===== config.mk =====
export PLATFORM = sky130hd
export DESIGN_NAME = fingerprint_candidate_block_rule_core
export DESIGN_NICKNAME = d
export VERILOG_FILES = /design/src/fcbr_pkg.sv /design/src/fingerprint_candidate_block_rule_core.sv /design/src/fcbr_rule.sv /design/src/fcbr_tally.sv
export SDC_FILE = /design/constraint.sdc
export NUM_CORES = 1
export LEC_CHECK = 0
export BUFFER_PORTS_ARGS = -buffer_cell sky130_fd_sc_hd__clkbuf_2
export CAP_MARGIN = 40
export CORE_MARGIN = 3
export CORE_UTILIZATION = 30
export DETAILED_ROUTE_END_ITERATION = 6
export HOLD_SLACK_MARGIN = 0.06
export PLACE_DENSITY = 0.5
export SYNTH_ARGS = -nofsm -noshare
export SYNTH_HDL_FRONTEND = slang
export SYNTH_SLANG_ARGS = --single-unit

===== constraint.sdc =====
create_clock -name clk_i -period 12.12 [get_ports clk_i]
set_clock_uncertainty 0.15 [all_clocks]
set_input_delay 1.212 -clock clk_i [delete_from_list [all_inputs] [get_ports clk_i]]
set_output_delay 1.212 -clock clk_i [all_outputs]
set_load 0.01 [all_outputs]

===== src/fcbr_pkg.sv =====
// ----------------------------------------------------------------------------
// fcbr_pkg
// Types and constants shared by the candidate block rule modules.
// ----------------------------------------------------------------------------
`default_nettype none

package fcbr_pkg;

  localparam int unsigned DataW  = 32;
  localparam int unsigned ApbAw  = 2;

  // Register map
  localparam logic [ApbAw-1:0] RegSensorTypeCode = 2'd0;

  localparam logic [DataW-1:0] SensorTypeCodeRst = 32'd12;

  // Request codes
  localparam logic ReqEvaluate = 1'b0;
  localparam logic ReqClear    = 1'b1;

  // Detail adjustment
  localparam logic signed [DataW-1:0] AdjDefault    = -32'sd20;
  localparam logic signed [DataW-1:0] AdjLowScore   = -32'sd10;
  localparam logic signed [DataW-1:0] AdjNone       = 32'sd0;
  localparam logic signed [DataW-1:0] ScoreAbsent   = -32'sd1;
  localparam logic signed [DataW-1:0] ScoreLow      = 32'sd70;
  localparam logic signed [DataW-1:0] ScoreVeryLow  = 32'sd60;
  localparam logic signed [DataW-1:0] ScoreEdge     = 32'sd75;
  localparam logic signed [DataW-1:0] BoundaryLarge = 32'sd100;

  // Override thresholds
  localparam logic signed [DataW-1:0] OvrCountLo = 32'sd5;
  localparam logic signed [DataW-1:0] OvrCountHi = 32'sd10;

  typedef struct packed {
    logic                    req_type;
    logic [DataW-1:0]        sensor_type;
    logic signed [DataW-1:0] tex_diff;
    logic signed [DataW-1:0] form_diff;
    logic signed [DataW-1:0] rim_diff;
    logic signed [DataW-1:0] rim_score;
    logic signed [DataW-1:0] cand_cov;
    logic signed [DataW-1:0] matched_pairs;
    logic signed [DataW-1:0] pair_cov;
    logic signed [DataW-1:0] supp_ratio;
    logic signed [DataW-1:0] detail_metric;
  } fcbr_item_t;

  typedef struct packed {
    logic                    clear;
    logic                    matched;
    logic                    blocked;
    logic signed [DataW-1:0] metric;
  } fcbr_eval_t;

endpackage

`default_nettype wire


===== src/fingerprint_candidate_block_rule_core.sv =====
// ----------------------------------------------------------------------------
// fingerprint_candidate_block_rule_core
// Candidate block rule with a running blocking tally and APB register port.
// ----------------------------------------------------------------------------
//  channel  | direction | handshake            | payload
//  ---------+-----------+----------------------+-------------------------------
//  in       | input     | in_valid_i/in_stall_o | req_type_i .. detail_metric_i
//  out      | output    | out_valid_o/out_stall_i | type_matched_o .. override_flag_o
//  cfg      | input     | psel/penable/pready  | sensor_type_code at 0x0
//
//  One item per cycle sustained while the output is not stalled; an accepted
//  transaction passes the input register, then result register and tally update.
//  The tally registers hold the count and sum reported with the current result.
//  A stalled output holds; the input register still takes one more item.
//  Reset clears the tally and sets sensor_type_code to 12.
// ----------------------------------------------------------------------------
`default_nettype none

module fingerprint_candidate_block_rule_core (
  input  logic                              clk_i,
  input  logic                              rst_ni,
  // Input channel
  input  logic                              in_valid_i,
  output logic                              in_stall_o,
  input  logic                              req_type_i,
  input  logic [fcbr_pkg::DataW-1:0]        sensor_type_i,
  input  logic signed [fcbr_pkg::DataW-1:0] tex_diff_i,
  input  logic signed [fcbr_pkg::DataW-1:0] form_diff_i,
  input  logic signed [fcbr_pkg::DataW-1:0] rim_diff_i,
  input  logic signed [fcbr_pkg::DataW-1:0] rim_score_i,
  input  logic signed [fcbr_pkg::DataW-1:0] cand_cov_i,
  input  logic signed [fcbr_pkg::DataW-1:0] matched_pairs_i,
  input  logic signed [fcbr_pkg::DataW-1:0] pair_cov_i,
  input  logic signed [fcbr_pkg::DataW-1:0] supp_ratio_i,
  input  logic signed [fcbr_pkg::DataW-1:0] detail_metric_i,
  // Output channel
  output logic                              out_valid_o,
  input  logic                              out_stall_i,
  output logic                              type_matched_o,
  output logic                              blocked_o,
  output logic signed [fcbr_pkg::DataW-1:0] block_detail_o,
  output logic signed [fcbr_pkg::DataW-1:0] blocking_count_o,
  output logic signed [fcbr_pkg::DataW-1:0] blocking_sum_o,
  output logic                              override_flag_o,
  // Register port
  input  logic                              psel,
  input  logic                              penable,
  input  logic                              pwrite,
  input  logic [fcbr_pkg::ApbAw-1:0]        paddr,
  input  logic [fcbr_pkg::DataW-1:0]        pwdata,
  output logic [fcbr_pkg::DataW-1:0]        prdata,
  output logic                              pready
);
  import fcbr_pkg::*;

  logic              in_valid_q;
  fcbr_item_t        item_q;
  logic              out_valid_q;
  logic              type_matched_q;
  logic              blocked_q;
  logic signed [DataW-1:0] metric_q;
  logic [DataW-1:0]  sensor_type_code_q;
  logic              out_ready;
  logic              advance;
  logic              in_take;
  fcbr_eval_t        eval;

  // Register port
  assign pready = 1'b1;
  assign prdata = (paddr == RegSensorTypeCode) ? sensor_type_code_q : '0;

  always_ff @(posedge clk_i or negedge rst_ni) begin
    if (!rst_ni) begin
      sensor_type_code_q <= SensorTypeCodeRst;
    end else if (psel && penable && pwrite && pready && paddr == RegSensorTypeCode) begin
      sensor_type_code_q <= pwdata;
    end
  end

  // Flow control: result register frees when empty or taken.
  assign out_ready  = !out_valid_q || !out_stall_i;
  assign advance    = in_valid_q && out_ready;
  assign in_stall_o = in_valid_q && !out_ready;
  assign in_take    = in_valid_i && !in_stall_o;

  always_ff @(posedge clk_i or negedge rst_ni) begin
    if (!rst_ni) begin
      in_valid_q <= 1'b0;
    end else if (in_take) begin
      in_valid_q <= 1'b1;
    end else if (advance) begin
      in_valid_q <= 1'b0;
    end
  end

  always_ff @(posedge clk_i) begin
    if (in_take) begin
      item_q.req_type      <= req_type_i;
      item_q.sensor_type   <= sensor_type_i;
      item_q.tex_diff      <= tex_diff_i;
      item_q.form_diff     <= form_diff_i;
      item_q.rim_diff      <= rim_diff_i;
      item_q.rim_score     <= rim_score_i;
      item_q.cand_cov      <= cand_cov_i;
      item_q.matched_pairs <= matched_pairs_i;
      item_q.pair_cov      <= pair_cov_i;
      item_q.supp_ratio    <= supp_ratio_i;
      item_q.detail_metric <= detail_metric_i;
    end
  end

  fcbr_rule u_rule (
    .item_i             (item_q),
    .sensor_type_code_i (sensor_type_code_q),
    .eval_o             (eval)
  );

  fcbr_tally u_tally (
    .clk_i      (clk_i),
    .rst_ni     (rst_ni),
    .advance_i  (advance),
    .eval_i     (eval),
    .count_o    (blocking_count_o),
    .sum_o      (blocking_sum_o),
    .override_o (override_flag_o)
  );

  always_ff @(posedge clk_i or negedge rst_ni) begin
    if (!rst_ni) begin
      out_valid_q <= 1'b0;
    end else if (out_ready) begin
      out_valid_q <= advance;
    end
  end

  always_ff @(posedge clk_i) begin
    if (advance) begin
      type_matched_q <= eval.matched;
      blocked_q      <= eval.blocked;
      metric_q       <= eval.metric;
    end
  end

  assign out_valid_o    = out_valid_q;
  assign type_matched_o = type_matched_q;
  assign blocked_o      = blocked_q;
  assign block_detail_o = metric_q;

endmodule

`default_nettype wire


===== src/fcbr_rule.sv =====
// ----------------------------------------------------------------------------
// fcbr_rule
// Type match, threshold rule and detail adjustment for one registered item.
// ----------------------------------------------------------------------------
`default_nettype none

module fcbr_rule (
  input  fcbr_pkg::fcbr_item_t         item_i,
  input  logic [fcbr_pkg::DataW-1:0]   sensor_type_code_i,
  output fcbr_pkg::fcbr_eval_t         eval_o
);
  import fcbr_pkg::*;

  logic signed [DataW-1:0] t, s, bd, bs, cc, pc, pv, sr, d;
  logic signed [DataW-1:0] adj;
  logic                    hit;
  logic                    matched;

  assign t  = item_i.tex_diff;
  assign s  = item_i.form_diff;
  assign bd = item_i.rim_diff;
  assign bs = item_i.rim_score;
  assign cc = item_i.cand_cov;
  assign pc = item_i.matched_pairs;
  assign pv = item_i.pair_cov;
  assign sr = item_i.supp_ratio;
  assign d  = item_i.detail_metric;

  // Compares use the raw detail value.
  always_comb begin
    hit = (s > 415 && bd > 318) ||
          (s >= 358 && bd >= 581) ||
          (t >= 27 && s > 236 && bd > 315 && bs >= 95 && pc >= 6) ||
          (t >= 15 && s >= 295 && bd >= 320 && bs >= 93 && cc > 95 && sr >= 3200) ||
          (t >= 27 && s >= 350 && pc >= 29) ||
          (t >= 25 && s >= 370 && bd >= 450 && bs >= 88 && pc >= 10 && pv <= 1900) ||
          (t >= 90 && s >= 95 && bd >= 250 && bs >= 85 && pc >= 20 && d > 77) ||
          (t >= 88 && s >= 130 && bd >= 280 && cc >= 80 && pc >= 3 && d <= 78 &&
           pv <= 1700 && sr >= 2700) ||
          (t >= 33 && s >= 220 && bs >= 90 && cc >= 71 && pc >= 2 && d <= 78 &&
           pv <= 1070 && sr >= 3399) ||
          (t >= 80 && s >= 50 && bd >= 120 && bs >= 93 && cc >= 100 && pc <= 12 &&
           d <= 75 && pv <= 920 && sr >= 3990) ||
          (t >= 20 && s >= 290 && bs >= 90 && pc >= 7 && pv <= 1024) ||
          (t >= 70 && s >= 340 && bd >= 400 && bs >= 95) ||
          (t >= 54 && s >= 145 && bd >= 210 && bs <= 88 && cc >= 150 && pc >= 21) ||
          (t >= 24 && bd >= 245 && bs <= 88 && pc >= 9 && sr <= 930) ||
          (t >= 57 && s >= 147 && bd >= 229 && bs <= 88 && cc >= 105 && pc >= 9 &&
           sr >= 3750) ||
          (t >= 33 && s >= 100 && bd >= 230 && bs >= 89 && d >= 70 && pc >= 9 &&
           pv <= 1470 && sr >= 4600) ||
          (t >= 40 && s <= -240 && bd <= -220 && bs <= 91 && d >= 70 && pc >= 10 &&
           pv <= 1402 && sr <= 3670) ||
          (t >= 23 &&
           ((s >= 271 && bd >= 288 && bs >= 92 && cc >= 163) ||
            (s >= 280 && bd >= 287 && bs >= 90 && cc <= 161 && d >= 69 &&
             sr >= 2800))) ||
          (bd >= 420 && pv <= 670 && sr >= 1000) ||
          (s >= 380 && bd >= 480 && sr <= 1000) ||
          (t >= 56 && s >= 220 && bd >= 289 && cc >= 141) ||
          (t >= 19 && s >= 280 && bd >= 350 && bs <= 95 && cc >= 170) ||
          (t >= 40 && bd >= 480 && pc <= 0) ||
          (t >= 120 && s >= 100 && bd >= 270 && bs >= 87 && pc >= 8 && d > 76) ||
          (t >= 30 && bd >= 420 && bs >= 90 && pv <= 1700 && sr >= 2200) ||
          (t >= 45 && s >= 170 && bd >= 290 && bs >= 95 && pc >= 10) ||
          (t >= 20 && s >= 180 && bd >= 260 && bs >= 85 && pv <= 1000 && sr >= 3500);
  end

  always_comb begin
    adj = AdjDefault;
    if (bs != ScoreAbsent) begin
      if (bs < ScoreLow) begin
        adj = AdjLowScore;
      end
      if (bs < ScoreVeryLow || (bd > BoundaryLarge && bs < ScoreEdge)) begin
        adj = AdjNone;
      end
    end
  end

  assign matched = (item_i.req_type == ReqEvaluate) &&
                   (item_i.sensor_type == sensor_type_code_i);

  always_comb begin
    eval_o.clear   = (item_i.req_type == ReqClear);
    eval_o.matched = matched;
    eval_o.blocked = matched && hit;
    eval_o.metric  = (matched && hit) ? d + adj : '0;
  end

endmodule

`default_nettype wire


===== src/fcbr_tally.sv =====
// ----------------------------------------------------------------------------
// fcbr_tally
// Running blocked count and sum, with the override decision on the tally.
// ----------------------------------------------------------------------------
`default_nettype none

module fcbr_tally (
  input  logic                              clk_i,
  input  logic                              rst_ni,
  input  logic                              advance_i,
  input  fcbr_pkg::fcbr_eval_t              eval_i,
  output logic signed [fcbr_pkg::DataW-1:0] count_o,
  output logic signed [fcbr_pkg::DataW-1:0] sum_o,
  output logic                              override_o
);
  import fcbr_pkg::*;

  logic signed [DataW-1:0] count_q, count_d;
  logic signed [DataW-1:0] sum_q, sum_d;
  logic signed [DataW-1:0] count_x60;
  logic signed [DataW-1:0] count_x50;

  always_comb begin
    count_d = count_q;
    sum_d   = sum_q;
    if (advance_i) begin
      if (eval_i.clear) begin
        count_d = '0;
        sum_d   = '0;
      end else if (eval_i.blocked) begin
        count_d = count_q + 32'sd1;
        sum_d   = sum_q + eval_i.metric;
      end
    end
  end

  always_ff @(posedge clk_i or negedge rst_ni) begin
    if (!rst_ni) begin
      count_q <= '0;
      sum_q   <= '0;
    end else begin
      count_q <= count_d;
      sum_q   <= sum_d;
    end
  end

  // Wrapped products as shift-add: 60 = 64 - 4, 50 = 32 + 16 + 2.
  assign count_x60 = (count_q <<< 6) - (count_q <<< 2);
  assign count_x50 = (count_q <<< 5) + (count_q <<< 4) + (count_q <<< 1);

  assign override_o = (count_q > OvrCountLo && sum_q > count_x60) ||
                      (count_q > OvrCountHi && sum_q > count_x50);

  assign count_o = count_q;
  assign sum_o   = sum_q;

endmodule

`default_nettype wire


==> results.py, run 1 <==
metrics = {
    "outcome": {
        "status": "completed",
    },
    "timing": {
        "timing.setup.tns_ns": 0,
        "hold_viol_final": 0,
        "min_period_ns": 8.439,
        "maxSlewViolCount": 0,
        "report.final.setup_viol": 0,
        "relSlewSlack_pct": 37.56,
        "fin_crit_sh_pct": 69.62,
        "rsz0062_at_grt": "no",
        "worst_pin_slew_ns": 0.9249,
        "fmaxAchievable_mhz": 118.5,
        "fin_ws_ns": 3.681,
    },
    "power": {
        "finalPower_mw": 3.884,
        "power_density_nw_per_um2": 118.0,
        "ir_drop_mv": 0.1050,
        "p_leak_nw": 13.81,
    },
    "critical_path": {
        "r2r_end": "u_tally.sum_o[31]",
        "reg2reg_from": "item_q[206]",
        "cp-startpoint": "u_tally.count_o[4]",
        "reg2reg_setup_slack_ns": 3.82,
        "arrival_ns": 7.08,
        "setup.worst_path.end_class": "output port",
        "worst-path-max-fanout": 9,
        "worstSetupPathType": "reg -> out",
        "cp-start-kind": "flop",
        "r2r_cells": 31,
        "cp.required_ns": 10.76,
    },
    "yosys": {
        "syn_avg_cell_area_um2": 10.97,
        "synth_edf_count": 355,
        "yosys.cell_types.count": 91,
        "synth_top_area_cell": "edfxtp_1",
        "syn-num-nets": 3102,
        "syn_inst": 2488,
        "ys_ff_latch": 453,
        "yosysWarnings": 0,
        "synth_top_area_share_pct": 39.05,
        "ys_seq_area_share_pct": 48.04,
        "netlist_area_um2": 27300,
        "async_flop_share_pct": 21.63,
        "synth_area_leaders": "edfxtp_1, ha_1, dfrtp_1",
        "ys.flop_type": "edfxtp_1",
    },
    "final_layout": {
        "fin_util_pct": 36.52,
        "nets": 3587,
        "fillers": 9106,
        "multi_input_area_um2": 13480,
        "syn2layout_area_growth_pct": 20.62,
        "drive_gt1_share_pct": 22.86,
        "final-seq-area_um2": 13120,
    },
    "cts": {
        "h-tree-depth": 2,
        "clk_path_buf_depth": 3,
        "post_cts_resized": 0,
        "clk_latency_ns": 0.62,
        "numCtsBuffers": 54,
        "clock_sinks": 453,
        "cts_hold_buffers": 0,
        "clk_pin_slew_ns": 0.06,
        "tritoncts": "done",
        "cts_setup_buffers": 0,
        "clockRootBuffer": "clkbuf_16",
    },
    "global_route": {
        "overflow": 0,
        "grt_pass1_vias": 21396,
        "antenna_found_initial": 4,
        "grt_use_total_pct": 17.85,
        "grt_max_degree": 70,
        "grt_pass1_wl_um": 129900,
    },
    "die": {
        "die_area_um2": 94650,
        "fp.dieH_um": 307.7,
        "placement_rows": 110,
        "initial_core_util_pct": 30.28,
        "ios": 496,
        "coreArea_um2": 90150,
        "die_w_um": 307.7,
    },
    "placement": {
        "port_buffers": 494,
        "dp_hpwl_um": 68370,
        "place.gp.congestion": 0.9368,
        "dp_slack_ns": 3.875,
    },
    "drt": {
        "ant_nets": 0,
        "routed_wirelength_um": 85930,
        "dr.pass1.iters": 5,
        "num_vias": 21370,
        "drt-initial-drc-count": 1397,
        "drc": 0,
        "wl_per_cell_um": 20.48,
        "viasPerCell": 5.093,
    },
    "worst_hold_path": {
        "hold_class": "in -> async",
    },
    "run": {
        "maxCapViolCount": 0,
    },
}
==> flip-flops by register name (all words and copies together), names as in the netlist <==
register / cells
sensor_type_code_q: 32
u_tally.sum_o: 32
in_valid_q: 1
u_tally.count_o: 32
out_valid_o: 1
blocked_o: 1
item_q: 321
block_detail_o: 32
type_matched_o: 1
==> power breakdown <==
| group | switching (mW) | internal, mW |
|---|---|---|
| logic | 0.196 | 0.169 |
| registers | 0.0933 | 1.80 |
| clock network | 0.672 | 0.952 |
==> cell usage after synthesis (8+ instances only) <==
cell,count
and2_1,47
nor2b_1,25
o211ai_1,23
nand2b_1,28
xor2_1,74
inv_1,95
ha_1,223
o21a_1,25
and3_1,31
a31oi_1,20
nor4_1,75
fa_1,29
nor3_1,53
clkbuf_1,71
or2_2,19
nor2_1,136
mux2_2,33
xnor2_1,84
o21ai_1,13
o31a_1,9
o31ai_1,21
nand4_1,71
a211oi_1,18
a21o_1,64
a211o_1,12
edfxtp_1,355
nand3_1,91
o41ai_1,13
o21ai_0,129
a31o_2,9
o21bai_1,20
a2111oi_0,8
dfrtp_1,96
or3_1,21
nand2_1,141
a21oi_1,148
==> worst max path at each step <==
stage | to | depth (start not counted)
finish | override_flag_o | 22
CTS | override_flag_o | 22
floorplan | item_q[0] | 2
detailed placement | u_tally.sum_o[31] | 31
global route | override_flag_o | 21
global placement | u_tally.sum_o[31] | 31
==> metrics by stage <==
stage          cell area (um2)  std cells  hold WS [ns]
3_5_place_dp             31140       4093        0.3548
2_1_floorplan            27300       2488        0.3150
5_1_grt                  32920       4195        0.3219
4_1_cts                  32920       4194        0.3055
3_3_place_gp             31000       4085        0.3579
6_report                 32930       4196        0.3522
==> worst max-delay path: stages (launching register included) <==
cell,delay (ns)
dfrtp_1,0.68
fa_1,0.52
ha_1,0.23
fa_1,0.41
a21o_1,0.18
a21oi_1,0.21
nor2b_1,0.07
o21a_1,0.20
o2111ai_1,0.29
a31oi_1,0.22
a211o_1,0.34
a31oi_1,0.26
a21oi_1,0.16
a21o_1,0.20
a21oi_1,0.16
xnor2_1,0.11
ha_1,0.34
nand4_1,0.19
nor4_1,0.62
a211oi_1,0.20
xnor2_1,0.21
o32ai_1,0.42
clkbuf_2,0.22
==> layout by cell type (no fill, tap or decap), types with 31 or more instances in the layout <==
| master | synthesis | final |
|---|---|---|
| a21o_1 | 64 | 64 |
| nand4_1 | 71 | 71 |
| ha_1 | 223 | 223 |
| xnor2_1 | 84 | 84 |
| xor2_1 | 74 | 74 |
| nor2_1 | 136 | 135 |
| nor3_1 | 53 | 53 |
| nor4_1 | 75 | 75 |
| and2_1 | 47 | 46 |
| a21oi_1 | 148 | 148 |
| nand2_1 | 141 | 140 |
| o21ai_0 | 129 | 129 |
| clkbuf_2 | 1 | 493 |
| mux2_2 | 33 | 33 |
| clkbuf_16 | 0 | 55 |
| dfrtp_1 | 96 | 96 |
| inv_1 | 95 | 95 |
| edfxtp_1 | 355 | 355 |
| nand3_1 | 91 | 91 |
| and3_1 | 31 | 31 |
==> logic make-up (layout without fill, tap and decap cells) <==
| logic type | Yosys count | in the layout | share of synthesized area, % |
|---|---|---|---|
| simple gates | 789 | 789 | 15.47 |
| compound gates | 616 | 616 | 14.90 |
| flops | 453 | 453 | 48.04 |
| fa+ha+maj | 252 | 252 | 12.35 |
| buf+inv | 182 | 712 | 2.649 |
| xor+xnor | 158 | 158 | 5.069 |
| mux | 37 | 37 | 1.508 |
| other cells | 1 | 3 | 0.01374 |
==> cell type report <==
| cell class | count | share of cell area (%) |
|---|---|---|
| clock buffer | 65 | 4.324 |
| tap | 1176 | 4.469 |
| sequential | 453 | 39.83 |
| antenna | 2 | 0.01520 |
| multi-input combinational | 1853 | 40.94 |
| inverter | 95 | 1.083 |
| timing repair buffer | 516 | 8.250 |
| clock inverter | 36 | 1.091 |
==> layer usage <==
| metal | wire length [um] | GRT usage [%] | vias to the layer above |
|---|---|---|---|
| li1 | - | - | 10467 |
| met1 | 35490 | 21.62 | 10220 |
| met2 | 42810 | 31.38 | 537 |
| met3 | 4986 | 4.161 | 142 |
| met4 | 2611 | 5.486 | 4 |
| met5 | 34 | 0 | - |
Power figures use the tool's default switching activity.
==> run 2: changes to the inputs <==
==> constraint.sdc (replaced) <==
create_clock -name clk_i -period 8.7 [get_ports clk_i]
set_clock_uncertainty 0.15 [all_clocks]
set_input_delay 0.87 -clock clk_i [delete_from_list [all_inputs] [get_ports clk_i]]
set_output_delay 0.87 -clock clk_i [all_outputs]
set_load 0.01 [all_outputs]
==> run 2 against run 1 <==
- non-clock buffer count rose by 10
- critical path depth increased by 9
- core utilization is 0.072 points higher
- largest cell class unchanged
- critical path type is now reg -> reg
- clock power rose by 44%
- highest routed layer unchanged
==> results.py, run 2 (synthesis gave the netlist of run 1 again) <==
metrics = {
    "timing": {
        "timing.setup.tns_ns": 0,
        "hold_viol_final": 0,
        "worst_pin_slew_ns": 0.8453,
        "fmaxAchievable_mhz": 123.5,
        "fin_crit_sh_pct": 93.06,
        "report.final.setup_viol": 0,
        "maxSlewViolCount": 0,
        "relSlewSlack_pct": 43.65,
        "fin_ws_ns": 0.6040,
        "rsz0062_at_grt": "no",
        "min_period_ns": 8.096,
    },
    "cts": {
        "clk_latency_ns": 0.63,
        "clock_sinks": 453,
        "clockRootBuffer": "clkbuf_16",
        "clk_path_buf_depth": 3,
        "h-tree-depth": 2,
        "clk_pin_slew_ns": 0.07,
        "cts_setup_buffers": 0,
        "tritoncts": "done",
        "numCtsBuffers": 54,
    },
    "global_route": {
        "overflow": 0,
        "grt_max_degree": 132,
        "grt_use_total_pct": 17.68,
        "antenna_found_initial": 6,
        "grt_pass1_vias": 21201,
        "grt_pass1_wl_um": 128700,
    },
    "drt": {
        "ant_nets": 0,
        "drc": 0,
        "num_vias": 21368,
        "drt-initial-drc-count": 1274,
        "routed_wirelength_um": 85920,
        "dr.pass1.iters": 5,
        "viasPerCell": 5.080,
        "wl_per_cell_um": 20.43,
    },
    "power": {
        "p_leak_nw": 13.87,
        "pwr-share-comb_pct": 9.4,
        "p_seq_share_pct": 48.1,
        "ir_drop_mv": 0.1385,
        "clkPwrFrac_pct": 42.5,
        "cellInternalPower_mw": 4.146,
        "switching_share_pct": 24.36,
        "power_density_nw_per_um2": 166.1,
        "power_switching_mw": 1.335,
    },
    "critical_path": {
        "cp.required_ns": 9.05,
        "arrival_ns": 8.45,
        "worstSetupPathType": "reg -> reg",
        "cp-start-kind": "flop",
        "max_stage_delay_ns": 0.61,
        "crit_buf_inv": 0,
        "path_delay_family": "compound AO/OA/AOI/OAI gates",
        "cp_slowest_cell": "a2111oi_1",
        "cp_common_cell": "a21o_1",
        "setup.worst_path.end_class": "flop",
        "worst-path-max-fanout": 12,
    },
    "die": {
        "initial_core_util_pct": 30.28,
        "coreArea_um2": 90150,
        "fp.dieH_um": 307.7,
        "die_area_um2": 94650,
        "placement_rows": 110,
        "die_w_um": 307.7,
        "ios": 496,
    },
    "final_layout": {
        "layout_common_cells": "clkbuf_2, edfxtp_1, ha_1",
        "final_common_cell": "clkbuf_2",
        "fillers": 9032,
        "top_register": "item_q",
        "syn2layout_area_growth_pct": 20.85,
        "nets": 3597,
        "fin_util_pct": 36.60,
        "drive_gt1_share_pct": 22.84,
        "largest_reg_flops": 321,
        "instances_no_fill": 4206,
    },
    "outcome": {
        "status": "completed",
    },
    "run": {
        "maxCapViolCount": 0,
    },
    "placement": {
        "port_buffers": 494,
        "dp_slack_ns": 0.6642,
        "dp.cells": 4102,
        "place.gp.congestion": 0.8931,
        "dp_hpwl_um": 68290,
    },
    "worst_hold_path": {
        "hold_class": "in -> reg",
    },
}
run 2: cell count changes in the layout (fill, tap and decap cells not counted), sizes merged, moves of 2 or more:
cell / delta
bufinv: +3
clkinv: -3
buf: +9
diode: +2
clkbuf: +2
clkinvlp: -3
run 2: stage by stage:
step	total power [mW]	hold WS (ns)	instance area, um2
finish	5.481	0.2570	32990
global route	5.722	0.2145	32980
CTS	5.566	0.2013	32980
detailed placement	3.197	0.3534	31160
global placement	3.196	0.3565	31090
floorplan	2.963	0.3150	27300
run 2: final timing paths:
path,from,to,slack [ns],cells past startpoint
setup / recovery,item_q[206],u_tally.sum_o[31],0.60,31
hold / removal,matched_pairs_i[2],item_q[98],0.26,1
setup reg to reg,item_q[206],u_tally.sum_o[31],0.60,31
hold reg to reg,in_valid_q,out_valid_o,0.36,1
max in group asynchronous,rst_ni,u_tally.sum_o[27],6.78,4
min in group asynchronous,rst_ni,sensor_type_code_q[31],0.64,2
run 2: final cells by class:
type	count	area, um2	share of cell area, %
inverters	95	356.6	1.081
clock inverters	32	392.9	1.191
diodes	4	10.01	0.03034
multi-input cells	1853	13480	40.85
flip-flops and latches	453	13120	39.75
repair buffers	526	2746	8.324
well taps	1176	1471	4.460
clock buffers	67	1421	4.308
run 2: power by group through the flow:
stage	sequential, mW	combinational, mW	clock [mW]
finish	2.64	0.514	2.33
floorplan	2.63	0.329	0
detailed placement	2.68	0.518	0
CTS	2.64	0.520	2.41
global route	2.65	0.572	2.50
global placement	2.68	0.516	0
run 2: per-layer routing:
metal,global-route usage [%],vias up,wire length [um]
li1,-,10464,-
met2,30.79,589,42450
met4,5.720,4,2720
met3,4.415,141,5576
met5,0,-,27
met1,21.37,10170,35150
run 2: repair_timing:
item,CTS,global route
endpoints found under the setup margin,0,1
hold endpoints to repair,32,0
hold buffers,1,0
gates resized for setup,0,1
run 2: worst register-to-register path: cells and delay by family (launching register included):
family,cells,cell delay (ns)
muxes,1,0.26
xor gates and xnor gates,3,0.39
DFF,1,0.40
adders and majority gates,2,0.61
and+or+nand+nor,7,1.73
AOI/OAI and AO/OA,18,4.45
